==> config.mk <==
export PLATFORM = sky130hd
export DESIGN_NAME = sysex_seven_bit_packer_core_flat
export DESIGN_NICKNAME = d
export VERILOG_FILES = /design/src/hw/rtl/ssbp_pkg.sv /design/src/hw/rtl/ssbp_if.sv /design/src/hw/rtl/sysex_seven_bit_packer_core.sv /design/src/hw/rtl/ssbp_front.sv /design/src/hw/rtl/ssbp_queue.sv /design/src/hw/rtl/ssbp_back.sv /design/src/flat_wrapper.sv
export SDC_FILE = /design/constraint.sdc
export NUM_CORES = 1
export LEC_CHECK = 0
export BUFFER_PORTS_ARGS = -buffer_cell sky130_fd_sc_hd__buf_2
export CAP_MARGIN = 15
export CORE_MARGIN = 2
export CORE_UTILIZATION = 40
export DETAILED_ROUTE_END_ITERATION = 10
export GPL_ROUTABILITY_DRIVEN = 0
export PLACE_DENSITY_LB_ADDON = 0.15
export SYNTH_ARGS = -nofsm -noshare
export SYNTH_HDL_FRONTEND = slang
export SYNTH_SLANG_ARGS = --single-unit
==> constraint.sdc <==
create_clock -name clk -period 2.4 [get_ports clk]
set_input_delay 0.48 -clock clk [delete_from_list [all_inputs] [get_ports clk]]
set_output_delay 0.48 -clock clk [all_outputs]
set_load 0.01 [all_outputs]
==> src/hw/rtl/ssbp_pkg.sv <==
`default_nettype none
package ssbp_pkg;

	// Queue entry passed from the front end to the frame builder
	typedef struct packed {
		logic [7:0] data;
		logic       last;
		logic       first;
	} ssbp_entry_t;

	typedef enum logic [1:0] {
		ST_TAKE,
		ST_HDR,
		ST_GRP,
		ST_END
	} ssbp_state_t;

	localparam int unsigned HdrLen   = 5;
	localparam int unsigned GrpLen   = 7;
	localparam logic [7:0]  EoxByte  = 8'hF7;
	localparam logic [7:0]  TempoMin = 8'd40;
	localparam logic [7:0]  TempoMax = 8'd240;
	localparam int unsigned TempoLoPos = 109;
	localparam int unsigned TempoHiPos = 110;

	function automatic logic [7:0] hdr_byte(input logic [2:0] idx);
		logic [7:0] b;
		unique case (idx)
			3'd0: b = 8'hF0;
			3'd1: b = 8'h52;
			3'd2: b = 8'h00;
			3'd3: b = 8'h61;
			3'd4: b = 8'h28;
			default: b = 8'h00;
		endcase
		return b;
	endfunction

endpackage
`default_nettype wire

==> src/hw/rtl/ssbp_if.sv <==
`default_nettype none
interface ssbp_in_if;
	logic       valid;
	logic       ready;
	logic [7:0] data_byte;
	logic       last_byte;

	modport source (output valid, output data_byte, output last_byte, input ready);
	modport sink   (input valid, input data_byte, input last_byte, output ready);
endinterface

interface ssbp_out_if;
	logic       valid;
	logic       ready;
	logic [7:0] frame_byte;
	logic       frame_end;

	modport source (output valid, output frame_byte, output frame_end, input ready);
	modport sink   (input valid, input frame_byte, input frame_end, output ready);
endinterface
`default_nettype wire

==> src/hw/rtl/sysex_seven_bit_packer_core.sv <==
`default_nettype none
// Streams patch bytes into a sysex frame: header F0 52 00 61 28 before the first
// byte, then 8-to-7 packed groups (top-bit byte plus seven low parts), then a final
// partial group and F7 on the byte marked last. The front end applies the tempo
// patch at positions 109 and 110 and feeds a four-entry queue; the frame builder
// behind it emits one byte per cycle into an output register while the output is not
// stalled. An item that does not complete a group is taken from the queue without output;
// one that completes a group holds the builder while its top-bit byte and seven low parts
// are sent. The header adds five bytes per frame. The output byte rate of the builder is
// the limit; the queue lets input be taken while a group is being sent.
module sysex_seven_bit_packer_core #(
	parameter int unsigned MAX_BYTES = 1024
) (
	input  wire logic       clk,
	input  wire logic       arst_n,
	input  wire logic       cfg_we,
	input  wire logic [7:0] cfg_data,
	ssbp_in_if.sink         in_ch,
	ssbp_out_if.source      out_ch
);

	logic                  q_full;
	logic                  push;
	logic                  pop;
	logic                  head_valid;
	ssbp_pkg::ssbp_entry_t push_entry;
	ssbp_pkg::ssbp_entry_t head_entry;

	ssbp_front #(
		.MAX_BYTES(MAX_BYTES)
	) u_front (
		.clk       (clk),
		.arst_n    (arst_n),
		.cfg_we    (cfg_we),
		.cfg_data  (cfg_data),
		.in_ch     (in_ch),
		.q_full    (q_full),
		.push      (push),
		.push_entry(push_entry)
	);

	ssbp_queue u_queue (
		.clk       (clk),
		.arst_n    (arst_n),
		.push      (push),
		.push_entry(push_entry),
		.full      (q_full),
		.pop       (pop),
		.head_valid(head_valid),
		.head_entry(head_entry)
	);

	ssbp_back u_back (
		.clk       (clk),
		.arst_n    (arst_n),
		.head_valid(head_valid),
		.head_entry(head_entry),
		.pop       (pop),
		.out_ch    (out_ch)
	);

endmodule
`default_nettype wire

==> src/hw/rtl/ssbp_front.sv <==
`default_nettype none
module ssbp_front #(
	parameter int unsigned MAX_BYTES = 1024
) (
	input  wire logic           clk,
	input  wire logic           arst_n,
	input  wire logic           cfg_we,
	input  wire logic [7:0]     cfg_data,
	ssbp_in_if.sink             in_ch,
	input  wire logic           q_full,
	output logic                push,
	output ssbp_pkg::ssbp_entry_t push_entry
);

	localparam int unsigned PosW = $clog2(MAX_BYTES);

	logic [7:0]      tempo_q;
	logic [PosW-1:0] pos_q;
	logic            hdr_sent_q;
	logic            tempo_ok;
	logic [7:0]      b;

	assign in_ch.ready = !q_full;
	assign push        = in_ch.valid && !q_full;

	assign tempo_ok = (tempo_q >= ssbp_pkg::TempoMin) && (tempo_q <= ssbp_pkg::TempoMax);

	always_comb begin
		b = in_ch.data_byte;
		if (tempo_ok && pos_q == PosW'(ssbp_pkg::TempoLoPos)) begin
			// tempo bit 2 lands on the top bit, bit 4 is cleared
			b = {in_ch.data_byte[7] | tempo_q[2], tempo_q[1:0], 1'b0, in_ch.data_byte[3:0]};
		end else if (tempo_ok && pos_q == PosW'(ssbp_pkg::TempoHiPos)) begin
			b = {in_ch.data_byte[7:5], tempo_q[7:3]};
		end
	end

	assign push_entry.data  = b;
	assign push_entry.last  = in_ch.last_byte;
	assign push_entry.first = !hdr_sent_q;

	always_ff @(posedge clk or negedge arst_n) begin
		if (!arst_n) begin
			tempo_q    <= '0;
			pos_q      <= '0;
			hdr_sent_q <= 1'b0;
		end else begin
			if (cfg_we) begin
				tempo_q <= cfg_data;
			end
			if (push) begin
				if (in_ch.last_byte) begin
					// frame closes: next item opens a new one
					pos_q      <= '0;
					hdr_sent_q <= 1'b0;
				end else begin
					hdr_sent_q <= 1'b1;
					if (pos_q != PosW'(MAX_BYTES - 1)) begin
						pos_q <= pos_q + 1'b1;
					end
				end
			end
		end
	end

endmodule
`default_nettype wire

==> src/hw/rtl/ssbp_queue.sv <==
`default_nettype none
module ssbp_queue (
	input  wire logic             clk,
	input  wire logic             arst_n,
	input  wire logic             push,
	input  ssbp_pkg::ssbp_entry_t push_entry,
	output logic                  full,
	input  wire logic             pop,
	output logic                  head_valid,
	output ssbp_pkg::ssbp_entry_t head_entry
);

	localparam int unsigned Depth = 4;
	localparam int unsigned PtrW  = $clog2(Depth);

	ssbp_pkg::ssbp_entry_t mem_q [Depth];
	logic [PtrW-1:0]       wr_ptr_q;
	logic [PtrW-1:0]       rd_ptr_q;
	logic [PtrW:0]         count_q;

	assign full       = count_q == (PtrW + 1)'(Depth);
	assign head_valid = count_q != '0;
	assign head_entry = mem_q[rd_ptr_q];

	always_ff @(posedge clk) begin
		if (push) begin
			mem_q[wr_ptr_q] <= push_entry;
		end
	end

	always_ff @(posedge clk or negedge arst_n) begin
		if (!arst_n) begin
			wr_ptr_q <= '0;
			rd_ptr_q <= '0;
			count_q  <= '0;
		end else begin
			if (push) begin
				wr_ptr_q <= wr_ptr_q + 1'b1;
			end
			if (pop) begin
				rd_ptr_q <= rd_ptr_q + 1'b1;
			end
			if (push && !pop) begin
				count_q <= count_q + 1'b1;
			end else if (pop && !push) begin
				count_q <= count_q - 1'b1;
			end
		end
	end

endmodule
`default_nettype wire

==> src/hw/rtl/ssbp_back.sv <==
`default_nettype none
module ssbp_back (
	input  wire logic             clk,
	input  wire logic             arst_n,
	input  wire logic             head_valid,
	input  ssbp_pkg::ssbp_entry_t head_entry,
	output logic                  pop,
	ssbp_out_if.source            out_ch
);

	ssbp_pkg::ssbp_state_t state_q, state_d;
	logic [2:0] cnt_q, cnt_d;
	logic       last_q;
	logic [6:0] grp_low_q [ssbp_pkg::GrpLen];
	logic [6:0] grp_top_q;
	logic [2:0] grp_fill_q;
	logic       grp_clr;

	logic       out_valid_q;
	logic [7:0] out_byte_q;
	logic       out_end_q;

	logic       emit_ok;
	logic       emit;
	logic [7:0] emit_byte;
	logic       emit_end;
	logic [2:0] low_idx;

	assign emit_ok = !out_valid_q || out_ch.ready;
	assign low_idx = cnt_q - 3'd1;

	always_comb begin
		state_d   = state_q;
		cnt_d     = cnt_q;
		pop       = 1'b0;
		emit      = 1'b0;
		emit_byte = '0;
		emit_end  = 1'b0;
		grp_clr   = 1'b0;
		unique case (state_q)
			ssbp_pkg::ST_TAKE: begin
				if (head_valid) begin
					pop   = 1'b1;
					cnt_d = '0;
					if (head_entry.first) begin
						state_d = ssbp_pkg::ST_HDR;
					end else if (grp_fill_q == 3'(ssbp_pkg::GrpLen - 1)
							|| head_entry.last) begin
						state_d = ssbp_pkg::ST_GRP;
					end
				end
			end
			ssbp_pkg::ST_HDR: begin
				if (emit_ok) begin
					emit      = 1'b1;
					emit_byte = ssbp_pkg::hdr_byte(cnt_q);
					if (cnt_q == 3'(ssbp_pkg::HdrLen - 1)) begin
						cnt_d = '0;
						if (grp_fill_q == 3'(ssbp_pkg::GrpLen) || last_q) begin
							state_d = ssbp_pkg::ST_GRP;
						end else begin
							state_d = ssbp_pkg::ST_TAKE;
						end
					end else begin
						cnt_d = cnt_q + 3'd1;
					end
				end
			end
			ssbp_pkg::ST_GRP: begin
				if (emit_ok) begin
					emit      = 1'b1;
					emit_byte = (cnt_q == '0) ? {1'b0, grp_top_q} : {1'b0, grp_low_q[low_idx]};
					if (cnt_q == grp_fill_q) begin
						grp_clr = 1'b1;
						cnt_d   = '0;
						// a full group on the last item is followed by an empty one
						if (!last_q) begin
							state_d = ssbp_pkg::ST_TAKE;
						end else if (grp_fill_q == 3'(ssbp_pkg::GrpLen)) begin
							state_d = ssbp_pkg::ST_GRP;
						end else begin
							state_d = ssbp_pkg::ST_END;
						end
					end else begin
						cnt_d = cnt_q + 3'd1;
					end
				end
			end
			ssbp_pkg::ST_END: begin
				if (emit_ok) begin
					emit      = 1'b1;
					emit_byte = ssbp_pkg::EoxByte;
					emit_end  = 1'b1;
					state_d   = ssbp_pkg::ST_TAKE;
				end
			end
			default: begin
				state_d = ssbp_pkg::ST_TAKE;
			end
		endcase
	end

	always_ff @(posedge clk) begin
		if (pop) begin
			grp_low_q[grp_fill_q] <= head_entry.data[6:0];
		end
		if (emit) begin
			out_byte_q <= emit_byte;
			out_end_q  <= emit_end;
		end
	end

	always_ff @(posedge clk or negedge arst_n) begin
		if (!arst_n) begin
			state_q     <= ssbp_pkg::ST_TAKE;
			cnt_q       <= '0;
			last_q      <= 1'b0;
			grp_top_q   <= '0;
			grp_fill_q  <= '0;
			out_valid_q <= 1'b0;
		end else begin
			state_q <= state_d;
			cnt_q   <= cnt_d;
			if (pop) begin
				last_q     <= head_entry.last;
				grp_top_q  <= grp_top_q | (7'(head_entry.data[7]) << (3'd6 - grp_fill_q));
				grp_fill_q <= grp_fill_q + 3'd1;
			end else if (grp_clr) begin
				grp_top_q  <= '0;
				grp_fill_q <= '0;
			end
			if (emit) begin
				out_valid_q <= 1'b1;
			end else if (out_ch.ready) begin
				out_valid_q <= 1'b0;
			end
		end
	end

	assign out_ch.valid      = out_valid_q;
	assign out_ch.frame_byte = out_byte_q;
	assign out_ch.frame_end  = out_end_q;

endmodule
`default_nettype wire

==> src/flat_wrapper.sv <==
// flat-port wrapper written by rule: the top's interface ports become plain ports
module sysex_seven_bit_packer_core_flat 
#(
	parameter int unsigned MAX_BYTES = 1024
)
  (clk, arst_n, cfg_we, cfg_data, in_ch_valid, in_ch_data_byte, in_ch_last_byte, in_ch_ready, out_ch_valid, out_ch_frame_byte, out_ch_frame_end, out_ch_ready);
  ssbp_in_if in_ch_i ();
  ssbp_out_if out_ch_i ();
  input  wire logic clk;
  input  wire logic arst_n;
  input  wire logic cfg_we;
  input  wire logic [7:0] cfg_data;
  input wire logic [$bits(in_ch_i.valid)-1:0] in_ch_valid;
  input wire logic [$bits(in_ch_i.data_byte)-1:0] in_ch_data_byte;
  input wire logic [$bits(in_ch_i.last_byte)-1:0] in_ch_last_byte;
  output wire logic [$bits(in_ch_i.ready)-1:0] in_ch_ready;
  output wire logic [$bits(out_ch_i.valid)-1:0] out_ch_valid;
  output wire logic [$bits(out_ch_i.frame_byte)-1:0] out_ch_frame_byte;
  output wire logic [$bits(out_ch_i.frame_end)-1:0] out_ch_frame_end;
  input wire logic [$bits(out_ch_i.ready)-1:0] out_ch_ready;
  assign in_ch_i.valid = in_ch_valid;
  assign in_ch_i.data_byte = in_ch_data_byte;
  assign in_ch_i.last_byte = in_ch_last_byte;
  assign in_ch_ready = in_ch_i.ready;
  assign out_ch_valid = out_ch_i.valid;
  assign out_ch_frame_byte = out_ch_i.frame_byte;
  assign out_ch_frame_end = out_ch_i.frame_end;
  assign out_ch_i.ready = out_ch_ready;
  sysex_seven_bit_packer_core #(.MAX_BYTES(MAX_BYTES)) u_core (.clk(clk), .arst_n(arst_n), .cfg_we(cfg_we), .cfg_data(cfg_data), .in_ch(in_ch_i), .out_ch(out_ch_i));
endmodule
Word-level counts from Yosys, hierarchy flattened
Memories as Yosys holds them, arrays and structs flattened.
Index checks and enable logic that the tools add are counted.
Widths: inputs -> output; s select.
{"block": "totals", "regBits": 52, "latch_bits": 0, "ram_bits": 89, "mem_bits_ro": 0, "in_bits": 22, "out_inout_bits": 11, "wordCells": 124, "n_memories": 2}
{"block": "classes", "addsub": 9, "mul": 0, "n_div": 0, "magnitude_cmp": 2, "n_eq_ne": 20, "shift": 1, "n_mux": 48, "bitwise": 2, "n_reduce_logical": 26}
{"memory": "u_core.u_back.grp_low_q", "depth": 7, "word_bits": 7, "read_ports": 1, "rd_ports_with_merged_regs": 0, "wr": 1, "line": "ssbp_back.sv:14", "rtl": "logic [6:0] grp_low_q [ssbp_pkg::GrpLen];"}
{"memory": "u_core.u_queue.mem_q", "depth": 4, "word_bits": 10, "read_ports": 1, "rd_ports_with_merged_regs": 0, "wr": 1, "line": "ssbp_queue.sv:16", "rtl": "ssbp_pkg::ssbp_entry_t mem_q [Depth];"}
{"op": "$pmux 8 s4", "n": 1}
{"op": "$mux 7", "n": 4}
{"op": "$mux 3", "n": 9}
{"op": "$mux 8", "n": 3}
{"op": "$pmux 8 s3", "n": 1}
{"op": "$eq 10x7->1 const B", "n": 2}
{"op": "$mux 10", "n": 2}
{"op": "$mux 2", "n": 10}
{"op": "$mux 1", "n": 15}
{"op": "$eq 3x3->1 const B", "n": 4}
{"op": "$add 10x1->10 const B", "n": 1}
{"op": "$ne 10x10->1 const B", "n": 1}
{"op": "$ne 2x2->1 const B", "n": 5}
{"op": "$add 3x1->3 const B", "n": 3}
{"op": "$pmux 3 s3", "n": 1}
{"op": "$ge 8x6->1 const B", "n": 1}
{"op": "$le 8x8->1 const B", "n": 1}
{"op": "$pmux 2 s4", "n": 1}
{"op": "$reduce_bool 2->1", "n": 4}
{"op": "$or 7x7->7", "n": 1}
{"op": "$reduce_and 7->1", "n": 1}
{"op": "$shl 1x3->7", "n": 1}
{"op": "$logic_and 1x1->1", "n": 6}
{"op": "$reduce_bool 3->1", "n": 2}
{"op": "other kinds (19)", "n": 28}

Longest topological paths before layout
Gate-level depths: netlist (run 1).
{"block": "logic_depth", "ltp_word": 7, "mapped_depth": 12, "mapped_depth_nobuf": 10}

Hierarchy
Synthesis (run 1) repeated with hierarchy kept, for this count alone.
{"block": "hier_totals", "cells_unflattened": 447, "area_unflattened_um2": 6512.5}
{"module": "ssbp_back", "instances": 1, "cells_each": 251, "area_per_inst_um2": 3494.6, "seq_area_each_um2": 2167.1}
{"module": "ssbp_queue", "instances": 1, "cells_each": 86, "area_per_inst_um2": 1841.8, "seq_area_each_um2": 1376.3}
{"module": "ssbp_front", "instances": 1, "cells_each": 110, "area_per_inst_um2": 1176.1, "seq_area_each_um2": 475.5}

Worst setup path after synthesis (run 1)
Ideal clock, no wire load.
{"block": "synth_timing", "kind": "register to register", "from": "reg u_core.u_back.cnt_q[0]", "to": "reg u_core.u_back.out_byte_q[0] (netlist: u_core.u_back.out_ch.frame_byte[0]) (data pin)", "setup_time_ns": 0.261, "arrival_time_ns": 2.222, "required_ns": 2.139, "path_slack_ns": -0.084, "stages_incl_launch_ff": 10, "n_path_buf": 3, "synth_period_minus_slack_ns": 2.484, "path_cell_list": "dfrtp_1 > buf_6 > buf_4 > inv_1 > ha_1 > clkbuf_1 > mux4_2 > a211o_1 > o211ai_1 > a21oi_1"}
{"block": "synth_via", "elab_chain_cells": 5, "word_cells_on_any_way": 11, "classes_between": "add/sub (1); eq/ne (3); mux (5); reduce/logical (1); memory (1)"}
{"item": "start: declaration", "line": "ssbp_back.sv:12", "rtl": "logic [2:0] cnt_q, cnt_d;"}
{"item": "start signal: assignment", "line": "ssbp_back.sv:123", "rtl": "cnt_q <= cnt_d;"}
{"item": "$sub 3x1->3", "line": "ssbp_back.sv:30", "rtl": "assign low_idx = cnt_q - 3'd1;"}
{"item": "$mem_v2 7x7"}
{"item": "$mux 7", "line": "ssbp_back.sv:72", "rtl": "emit_byte = (cnt_q == '0) ? {1'b0, grp_top_q} : {1'b0, grp_low_q[low_idx]};"}
{"item": "$mux 7", "line": "ssbp_back.sv:70", "rtl": "if (emit_ok) begin"}
{"item": "$pmux 8 s3 (*)", "line": "ssbp_back.sv:40", "rtl": "unique case (state_q)"}
{"item": "named net u_core.u_back.emit_byte[0]", "line": "ssbp_back.sv:25", "rtl": "logic [7:0] emit_byte;"}
{"item": "end signal: assignment", "line": "ssbp_back.sv:108", "rtl": "out_byte_q <= emit_byte;"}
{"item": "end: declaration", "line": "ssbp_back.sv:20", "rtl": "logic [7:0] out_byte_q;"}
The timed path passes the listed nets; every way through them passes the cells marked *.
A chain may end at the register's enable or synchronous reset.

Worst setup path in the final report (run 1)
{"block": "layout_timing", "from": "reg u_core.u_back.cnt_q[1]", "to": "reg u_core.u_back.out_byte_q[4] (netlist: u_core.u_back.out_ch.frame_byte[4]) (data pin)"}
Same word-level chain as after synthesis.

==> metrics, run 1 <==
# IOs=33; combinational share of power=0.323; VDD IR max=614 µV; Min-Delay Endpoint=u_core.u_front.tempo_q[2]; Die Ht=130 µm; fraction of layout cells with a size suffix above 1=0.230; Pwr Density=1240 mW/mm²; CTS Root Cell=clkbuf_16; largest net degree at the start of global routing=27; hold buffers post-CTS=1; Hold Startpoint=cfg_data[2]; EDFF count, synth=98; Synth Instances=443; Antenna Nets Post-Route=0; setup_tns=0 ns; clk sinks=141; vias per inst=5.10; DP Worst Slack=0.157 ns; vias in the first global route=3763; first-pass GRT wire length=19800 µm; WL final=12300 µm; critical path launch point type=flip-flop; worst-margin pin slew=0.562 ns; most frequent cells in the layout=98 x edfxtp_1, 43 x dfrtp_1, 32 x buf_2, 26 x nor2_1; ys async rst share=0.305; die width=130 µm; Synth area leader=edfxtp_1; hold depth=3; Setup CP Type=reg2reg; Setup-failing EPs final=0; fin. max-slew vios=0; Initial DRT Pass Iterations=4; RSZ-0062 raised after global routing=false; Nets=544; Power Internal=6.16 mW; Post-route DRC=0; Mapped Area=0.00638 mm²; Synth Flop Type=edfxtp_1; sequential area share after synthesis=0.629; Yosys reg bits=141; Ant. Diodes=0; share of the synthesized area in the top cell type=0.461; Synth-to-Final Area Change=16.7%; Clk network pwr share=0.262; Avg Inst Size Synth=14.4 µm²; final hold vios=0; fmax=450 MHz; placeable core region=0.0158 mm²; Final WS setup=0.178 ns; row cnt=46; synth unique cells=61; area of the die=0.0170 mm²; Fin Hold WS=0.271 ns; register share of total power=0.415; status=completed; worst r2r src=u_core.u_back.cnt_q[1]; total power=9.20 mW; Worst R2R Setup Slack=0.18 ns; CTS Buffer Depth=2; CTS Buf Count=17; Initial Util=0.405; GR Overflow Total=0; CP arrival=2.39 ns; Port Buffers=32; hpwl dp=8800 µm; htree depth=4; max_slew headroom=0.625; worst min path class=in2reg; crit-path max FO=13; Reg2Reg Depth=6; Sw Share=0.330; All-Layer GR Usage=0.157; NetSw=3.04 mW; syn nets=488; clock latency on the worst-skew pair=0.42 ns; CP endpoint kind=flip-flop; wire per inst=16.9 µm; DRT iter0 DRCs=230; P_leak=2.81 nW; setup bufs post-CTS=0; r2r endpoint=u_core.u_back.out_ch.frame_byte[4]; most common cell after layout, fill and taps aside=edfxtp_1; top cells by area, synth=edfxtp_1 46%, dfrtp_1 17%, mux4_2 6.0%; fin crit share=0.926; final design utilization=0.472; via count=3711; skew final=0.00743 ns; synth warn=0; max cap viols=0; CTS clk-pin slew, worst paths=0.06 ns; Worst Path Required=2.57 ns; CTS tree=built; antenna violations before repair=0; CTS-repair resized insts=0; post-layout minimum cycle time=2.22 ns
[cells by family after synthesis]
logic type      count (synthesis)  synth area share
flops                         141             0.629
simple gates                  101            0.0829
xor+xnor                       12            0.0188
compound gates                 86            0.0960
mux                            41             0.101
buf+inv                        39            0.0261
fa+ha+maj                      23            0.0462
[synthesized netlist by cell type, types with 3 or more instances]
master,count
edfxtp_1,98
ha_1,22
and2_1,3
nor4_1,3
buf_2,7
o21ai_1,4
mux2_2,8
nor2b_1,5
dfrtp_1,43
nor2_1,26
o21a_1,4
o211ai_1,4
nand2b_1,8
nand4_1,3
a211oi_1,8
nor3_1,7
a21oi_1,19
mux4_2,17
clkbuf_1,9
mux2i_1,9
o21ai_0,11
mux2_1,7
and3_1,9
a21o_1,3
xnor2_1,8
nand2_1,22
a211o_1,4
inv_1,20
nand3_1,3
a22o_1,7
o31ai_1,4
[state kept, by name, summed over array words and instances (netlist names), 2 cells and up]
name,cells
u_core.u_back.grp_low_q,49
u_core.u_queue.count_q,3
u_core.u_back.grp_fill_q,3
u_core.u_back.state_q,2
u_core.u_front.tempo_q,8
u_core.u_queue.wr_ptr_q,2
u_core.u_front.pos_q,10
u_core.u_back.out_ch.frame_byte,8
u_core.u_queue.rd_ptr_q,2
u_core.u_back.grp_top_q,7
u_core.u_queue.mem_q,40
u_core.u_back.cnt_q,3
[through the flow]
step	instance area, µm²	cells
4_1_cts	7450	728
3_5_place_dp	6890	695
6_report	7450	728
5_1_grt	7450	728
3_3_place_gp	6890	695
2_1_floorplan	6390	443
[worst max-delay path by stage]
stage	start	end	depth (start not counted)
floorplan	u_core.u_back.state_q[0]	u_core.u_queue.count_q[1]	10
global placement	u_core.u_back.cnt_q[1]	u_core.u_back.out_ch.frame_byte[4]	6
detailed placement	u_core.u_back.cnt_q[1]	u_core.u_back.out_ch.frame_byte[4]	6
CTS	u_core.u_back.cnt_q[1]	u_core.u_back.out_ch.frame_byte[4]	6
global route	u_core.u_back.cnt_q[1]	u_core.u_back.out_ch.frame_byte[6]	6
finish	u_core.u_back.cnt_q[1]	u_core.u_back.out_ch.frame_byte[4]	6
[per-layer routing]
| metal | vias to the layer above | track usage | wire length [µm] |
|---|---|---|---|
| met1 | 1817 | 0.202 | 5540 |
| li1 | 1802 | - | - |
| met5 | - | 0 | 0 |
| met3 | 17 | 0.0377 | 514 |
| met2 | 75 | 0.261 | 6030 |
| met4 | 0 | 0.0594 | 188 |
[power by group through the flow]
stage	Sequential (mW)	Clock, mW	Combinational (mW)
5_1_grt	3.89	2.57	3.32
6_report	3.82	2.42	2.97
3_5_place_dp	3.87	0	3.02
4_1_cts	3.82	2.46	3.03
3_3_place_gp	3.86	0	2.96
2_1_floorplan	3.77	0	2.11
[layout make-up]
cell class | instances | area, µm²
clock buffers | 18 | 429
clock inverters | 14 | 118
fillers | 1450 | 8320
inverters | 21 | 78.8
multi-input cells | 263 | 2200
flip-flops and latches | 141 | 4020
well taps | 216 | 270
repair buffers | 55 | 335
[critical path, cell delays in order (launching register included)]
cell and delay, ns:
dfrtp_1 0.38, inv_1 0.07, ha_1 0.58, mux4_2 0.37, a21oi_1 0.23, a21oi_1 0.10, o31a_1 0.24
Power figures use the tool's default switching activity.
==> run 2, diff against run 1 <==
--- a/config.mk
+++ b/config.mk
@@ -11,7 +11,9 @@
 export CORE_UTILIZATION = 40
 export DETAILED_ROUTE_END_ITERATION = 10
 export GPL_ROUTABILITY_DRIVEN = 0
+export GPL_TIMING_DRIVEN = 0
 export PLACE_DENSITY_LB_ADDON = 0.15
+export SLEW_MARGIN = 20
 export SYNTH_ARGS = -nofsm -noshare
 export SYNTH_HDL_FRONTEND = slang
 export SYNTH_SLANG_ARGS = --single-unit
==> metrics, run 2 (same netlist as run 1, synthesis figures left out) <==
Final Non-Filler Cells=728 (unchanged); Nets=544 (unchanged); VDD IR max=592 µV (was 614 µV); CTS tree=built (unchanged); Post-route DRC=0 (unchanged); crit path from=u_core.u_back.state_q[1] (was u_core.u_back.cnt_q[1]); placeable core region=0.0158 mm² (unchanged); via count=3732 (was 3711); P_leak=2.85 nW (was 2.81 nW); CP endpoint kind=flip-flop (unchanged); max FFs per register=49 (unchanged); worst r2r src=u_core.u_back.state_q[1] (was u_core.u_back.cnt_q[1]); Worst Path Required=2.71 ns (was 2.57 ns); most common cell after layout, fill and taps aside=edfxtp_1 (unchanged); CTS Buffer Depth=2 (unchanged); Initial DRT Pass Iterations=4 (unchanged); r2r endpoint=u_core.u_back.state_q[1] (was u_core.u_back.out_ch.frame_byte[4]); Port Buffers=31 (was 32); Antenna Nets Post-Route=0 (unchanged); final hold vios=0 (unchanged); end point of the critical path=u_core.u_back.state_q[1] (was u_core.u_back.out_ch.frame_byte[4]); critical path launch point type=flip-flop (unchanged); DP Worst Slack=-0.550 ns (was 0.157 ns); skew final=0.00665 ns (was 0.00743 ns); vias per inst=5.13 (was 5.10); status=completed (unchanged); fraction of layout cells with a size suffix above 1=0.256 (was 0.230); Worst R2R Setup Slack=0.1 ns (was 0.18 ns); dpl cell area=0.00682 mm² (was 0.00689 mm²); die width=130 µm (unchanged); Largest regs=u_core.u_back.grp_low_q x49, u_core.u_queue.mem_q x40, u_core.u_front.pos_q x10 (unchanged); FILL cells=1428 (was 1450); antenna violations before repair=0 (unchanged); clock latency on the worst-skew pair=0.42 ns (about the same); hpwl dp=8440 µm (was 8800 µm); RSZ-0062 raised after global routing=true (was false); CTS Root Cell=clkbuf_16 (unchanged); CTS Buf Count=17 (unchanged); wire per inst=17.1 µm (was 16.9 µm); max cap viols=0 (unchanged); vias in the first global route=3919 (was 3763); Setup CP Type=reg2reg (unchanged); WL final=12400 µm (was 12300 µm); CTS clk-pin slew, worst paths=0.06 ns (about the same); area of the die=0.0170 mm² (unchanged); fin. max-slew vios=0 (unchanged); Placed Instances=690 (was 695); Reg2Reg Depth=8 (was 6); row cnt=46 (unchanged); fin crit share=0.959 (was 0.926); fmax=434 MHz (was 450 MHz); # IOs=33 (unchanged); crit-path max FO=10 (was 13); Top reg by flops=u_core.u_back.grp_low_q (unchanged); All-Layer GR Usage=0.162 (was 0.157); clk sinks=141 (unchanged); post-layout minimum cycle time=2.30 ns (was 2.22 ns); DRT iter0 DRCs=185 (was 230); Finished Cell Area=0.00763 mm² (was 0.00745 mm²); Die Ht=130 µm (unchanged); Setup-failing EPs final=0 (unchanged); most frequent cells in the layout=98 x edfxtp_1, 43 x dfrtp_1, 35 x buf_2, 24 x nor2_1, 21 x nand2_1 (was 98 x edfxtp_1, 43 x dfrtp_1, 32 x buf_2, 26 x nor2_1); GR Overflow Total=0 (unchanged); first-pass GRT wire length=20300 µm (was 19800 µm); max_slew headroom=0.517 (was 0.625); Initial Util=0.405 (unchanged); worst-margin pin slew=0.721 ns (was 0.562 ns); htree depth=4 (unchanged); setup_tns=0 ns (unchanged); Pwr Density=1280 mW/mm² (was 1240 mW/mm²); Final WS setup=0.0977 ns (was 0.178 ns); worst min path class=in2async (was in2reg); Synth-to-Final Area Change=19.5% (was 16.7%); CP arrival=2.61 ns (was 2.39 ns); largest net degree at the start of global routing=44 (was 27); Ant. Diodes=0 (unchanged)
==> run 2: cell count changes in the layout (fill, tap and decap cells not counted), sizes merged <==
| cell | change |
|---|---|
| buf | -7 |
| bufinv | +4 |
| clkbuf | +8 |
| clkinv | -1 |
| dlygate4sd3 | -1 |
| inv | -3 |
==> run 2: worst min-delay path by stage <==
stage | end | slack [ns]
6_report | u_core.u_front.pos_q[8] | 0.07
5_1_grt | u_core.u_queue.wr_ptr_q[1] | 0.1
4_1_cts | u_core.u_front.pos_q[9] | 0.27
3_5_place_dp | u_core.u_front.hdr_sent_q | 0.47
3_3_place_gp | u_core.u_front.hdr_sent_q | 0.46
2_1_floorplan | u_core.u_back.cnt_q[0] | 0.18
==> run 2: critical path, cell delays in order (launching register included) <==
cell	delay (ns)
dfrtp_1	0.39
inv_1	0.10
ha_1	0.19
clkbuf_1	0.24
a21oi_1	0.19
nor2_1	0.06
a211o_1	0.33
a2111oi_4	0.34
mux2_1	0.35
==> run 2: routing by layer <==
metal | global-route usage | vias up | part of all wire
met4 | 0.0576 | 0 | 0.014
met5 | 0 | - | 0
met2 | 0.274 | 67 | 0.50
li1 | - | 1804 | -
met1 | 0.198 | 1849 | 0.45
met3 | 0.0484 | 12 | 0.036
==> run 2: cell type report <==
type	instances	area [µm²]	share of cell area
well taps	216	270	0.0354
clock inverters	14	218	0.0285
inverters	21	85.1	0.0112
multi-input cells	263	2270	0.298
flip-flops and latches	141	4020	0.527
plain buffers	15	109	0.0143
clock buffers	18	429	0.0563
repair buffers	40	225	0.0295
==> run 2: per-stage QoR <==
step,total power [mW],hold slack (ns),utilization
floorplan,5.89,0.184,-
global placement,6.64,0.461,0.432
detailed placement,6.74,0.472,0.433
CTS,9.80,0.273,0.481
global route,10.4,0.0984,0.484
finish,9.76,0.0703,0.484
==> run 2: timing repair <==
action                     CTS  global route
cloned                       0             0
gates resized for setup     19            10
hold buffers                 0             0
setup endpoints to repair   60            57
setup buffers                6             3
pin swaps                    2             4
==> run 2: report_power, final <==
part | switching [mW] | internal [mW]
combinational | 1.81 | 1.32
clock | 1.02 | 1.85
sequential | 0.297 | 3.47
total | 3.12 | 6.63
==> run 3, diff against run 2 <==
--- a/config.mk
+++ b/config.mk
@@ -5,6 +5,7 @@
 export SDC_FILE = /design/constraint.sdc
 export NUM_CORES = 1
 export LEC_CHECK = 0
+export ABC_AREA = 1
 export BUFFER_PORTS_ARGS = -buffer_cell sky130_fd_sc_hd__buf_2
 export CAP_MARGIN = 15
 export CORE_MARGIN = 2
==> metrics, run 3 <==
status=completed (unchanged); FILL cells=1532 (was 1428); max FFs per register=49 (unchanged); most frequent CP cell=inv_2; Antenna Nets Post-Route=0 (unchanged); CTS Buffer Depth=2 (unchanged); fmax=443 MHz (was 434 MHz); via count=4685 (was 3732); CP Buf/Inv Count=6 (was 2); placeable core region=0.0164 mm² (was 0.0158 mm²); # IOs=33 (unchanged); vias per inst=4.80 (was 5.13); CTS Root Cell=clkbuf_16 (unchanged); Nets=789 (was 544); final hold vios=0 (unchanged); multi-input logic area=0.00232 mm² (was 0.00227 mm²); max_slew headroom=0.327 (was 0.517); Avg Inst Size Synth=9.64 µm² (was 14.4 µm²); P_leak=3.28 nW (was 2.85 nW); crit path cell chain=inv_1, ha_1, buf_4, inv_2, a21oi_4, inv_2, buf_8, ha_1, inv_2, fa_1, mux2_2 (was inv_1, ha_1, clkbuf_1, a21oi_1, nor2_1, a211o_1, a2111oi_4, mux2_1); CTS tree=built (unchanged); Top reg by flops=u_core.u_back.grp_low_q (unchanged); largest net degree at the start of global routing=44 (unchanged); worst min path class=in2async (unchanged); worst-margin pin slew=1.01 ns (was 0.721 ns); Largest regs=u_core.u_back.grp_low_q x49, u_core.u_queue.mem_q x40, u_core.u_front.pos_q x10 (unchanged); Synth-to-Final Area Change=16.7% (was 19.5%); Mapped Area=0.00665 mm² (was 0.00638 mm²); clk sinks=141 (unchanged); synth unique cells=31 (was 61); Synth Flop Type=edfxtp_1 (unchanged); Slowest Stage Delay on Critical Path=0.41 ns (was 0.39 ns); Post-route DRC=0 (unchanged); CTS clk-pin slew, worst paths=0.06 ns (about the same); synth warn=0 (unchanged); fraction of layout cells with a size suffix above 1=0.136 (was 0.256); GR Overflow Total=0 (unchanged); post-layout minimum cycle time=2.26 ns (was 2.30 ns); skew final=0.00958 ns (was 0.00665 ns); DRT iter0 DRCs=348 (was 185); Setup-failing EPs final=0 (unchanged); Synth Instances=689 (was 443); Worst R2R Setup Slack=0.14 ns (was 0.1 ns); Setup CP Type=reg2reg (unchanged); sequential area share after synthesis=0.605 (was 0.629); clock latency on the worst-skew pair=0.42 ns (about the same); row cnt=47 (was 46); antenna violations before repair=0 (unchanged); Placed Instances=941 (was 690); crit-path max FO=8 (was 10); wire per inst=14.1 µm (was 17.1 µm); share of the synthesized area in the top cell type=0.443 (was 0.461); top cells by count, synth=180 x nand2_1, 98 x edfxtp_1, 72 x inv_1 (was 98 x edfxtp_1, 43 x dfrtp_1, 26 x nor2_1); register area=0.00402 mm² (unchanged); Worst Path Required=2.70 ns (was 2.71 ns); Final Non-Filler Cells=977 (was 728); VDD IR max=590 µV (was 592 µV); hpwl dp=9770 µm (was 8440 µm); CP endpoint kind=flip-flop (unchanged); All-Layer GR Usage=0.167 (was 0.162); EDFF count, synth=98 (unchanged); htree depth=4 (unchanged); CTS Buf Count=17 (unchanged); critical path launch point type=flip-flop (unchanged); area of the die=0.0177 mm² (was 0.0170 mm²); Yosys reg bits=141 (unchanged); die width=133 µm (was 130 µm); CP delay by family, top=adder cells (was compound AO/OA/AOI/OAI gates); most common cell in the netlist=nand2_1 (was edfxtp_1); most common cell after layout, fill and taps aside=nand2_1 (was edfxtp_1); syn nets=734 (was 488); fin. max-slew vios=0 (unchanged); hold buffers post-CTS=0 (unchanged); Ant. Diodes=0 (unchanged); Die Ht=133 µm (was 130 µm); WL final=13800 µm (was 12400 µm); max cap viols=0 (unchanged); most frequent cells in the layout=180 x nand2_1, 98 x edfxtp_1, 70 x nand3_1, 68 x inv_1, 64 x nor2_1 (was 98 x edfxtp_1, 43 x dfrtp_1, 35 x buf_2, 24 x nor2_1, 21 x nand2_1); Initial Util=0.405 (about the same); Initial DRT Pass Iterations=4 (unchanged); fin crit share=0.940 (was 0.959); vias in the first global route=4698 (was 3919); Port Buffers=32 (was 31); Pwr Density=1210 mW/mm² (was 1280 mW/mm²); setup_tns=0 ns (unchanged); Synth area leader=edfxtp_1 (unchanged); ys async rst share=0.305 (unchanged); top cells by area, synth=edfxtp_1 44%, dfrtp_1 16%, nand2_1 10% (was edfxtp_1 46%, dfrtp_1 17%, mux4_2 6.0%); first-pass GRT wire length=22800 µm (was 20300 µm); slowest CP cell=fa_1 (was dfrtp_1); CP arrival=2.56 ns (was 2.61 ns)
## run 3: cell types whose count changed in the layout (fill, tap and decap cells not counted), moves of 8 or more
| cell | change |
|---|---|
| and3_1 | -9 |
| inv_1 | +50 |
| mux2i_1 | -9 |
| mux4_2 | -17 |
| nand2_1 | +159 |
| nand2b_1 | -8 |
| nand3_1 | +67 |
| nor2_1 | +40 |
| o21ai_0 | +36 |
## run 3: power breakdown
group | internal, mW | switching, mW
Sequential | 3.50 | 0.282
Combinational | 1.04 | 2.16
Clock | 1.43 | 1.02
Total | 5.96 | 3.46
## run 3: cells by family after synthesis
| logic type | count (synthesis) | synth area share |
|---|---|---|
| mux | 1 | 0.00169 |
| fa+ha+maj | 23 | 0.0444 |
| simple gates | 339 | 0.212 |
| flops | 141 | 0.605 |
| compound gates | 78 | 0.0650 |
| buf+inv | 95 | 0.0559 |
| xor+xnor | 12 | 0.0158 |
## run 3: per-layer routing
| layer | global-route usage | part of all wire | vias to the layer above |
|---|---|---|---|
| met5 | 0 | 0 | - |
| met4 | 0.0699 | 0.020 | 0 |
| met3 | 0.0375 | 0.034 | 20 |
| met2 | 0.280 | 0.49 | 93 |
| met1 | 0.208 | 0.45 | 2176 |
| li1 | - | - | 2396 |
## run 3: metrics by stage
step | util | power (mW) | instance area (µm²) | hold WS (ns) | setup WS [ns]
CTS | 0.468 | 9.36 | 7680 | 0.245 | 0.00175
global placement | 0.432 | 6.70 | 7080 | 0.467 | -0.430
floorplan | - | 5.86 | 6650 | 0.184 | 0.102
global route | 0.473 | 10.1 | 7750 | 0.0994 | -0.00617
detailed placement | 0.432 | 6.81 | 7090 | 0.480 | -0.382
finish | 0.473 | 9.42 | 7750 | 0.0542 | 0.144
## run 3: what timing repair did
action / in CTS / in global routing
gates resized for setup: 11 / 16
setup buffers: 1 / 4
endpoints found under the hold margin: 0 / 0
endpoints found under the setup margin: 44 / 58
## run 3: path summary, 6_finish.rpt
kind	endpoint	from	cells past startpoint
worst max register to register	u_core.u_queue.count_q[1]	u_core.u_back.state_q[0]	11
worst max-delay path	u_core.u_queue.count_q[1]	u_core.u_back.state_q[0]	11
worst min-delay path	u_core.u_front.pos_q[5]	arst_n	1
worst min register to register	u_core.u_front.hdr_sent_q	u_core.u_front.hdr_sent_q	2
min in group clk	u_core.u_front.tempo_q[3]	cfg_data[3]	3
max in group asynchronous	u_core.u_back.out_ch.valid	arst_n	1
## run 3: cell type report
cell class                 count  share of cell area
clock inverter                13              0.0152
clock buffer                  19              0.0558
sequential                   141               0.518
tap                          220              0.0355
buffer                        19              0.0137
timing repair buffer          37              0.0258
inverter                      75              0.0366
multi-input combinational    453               0.299
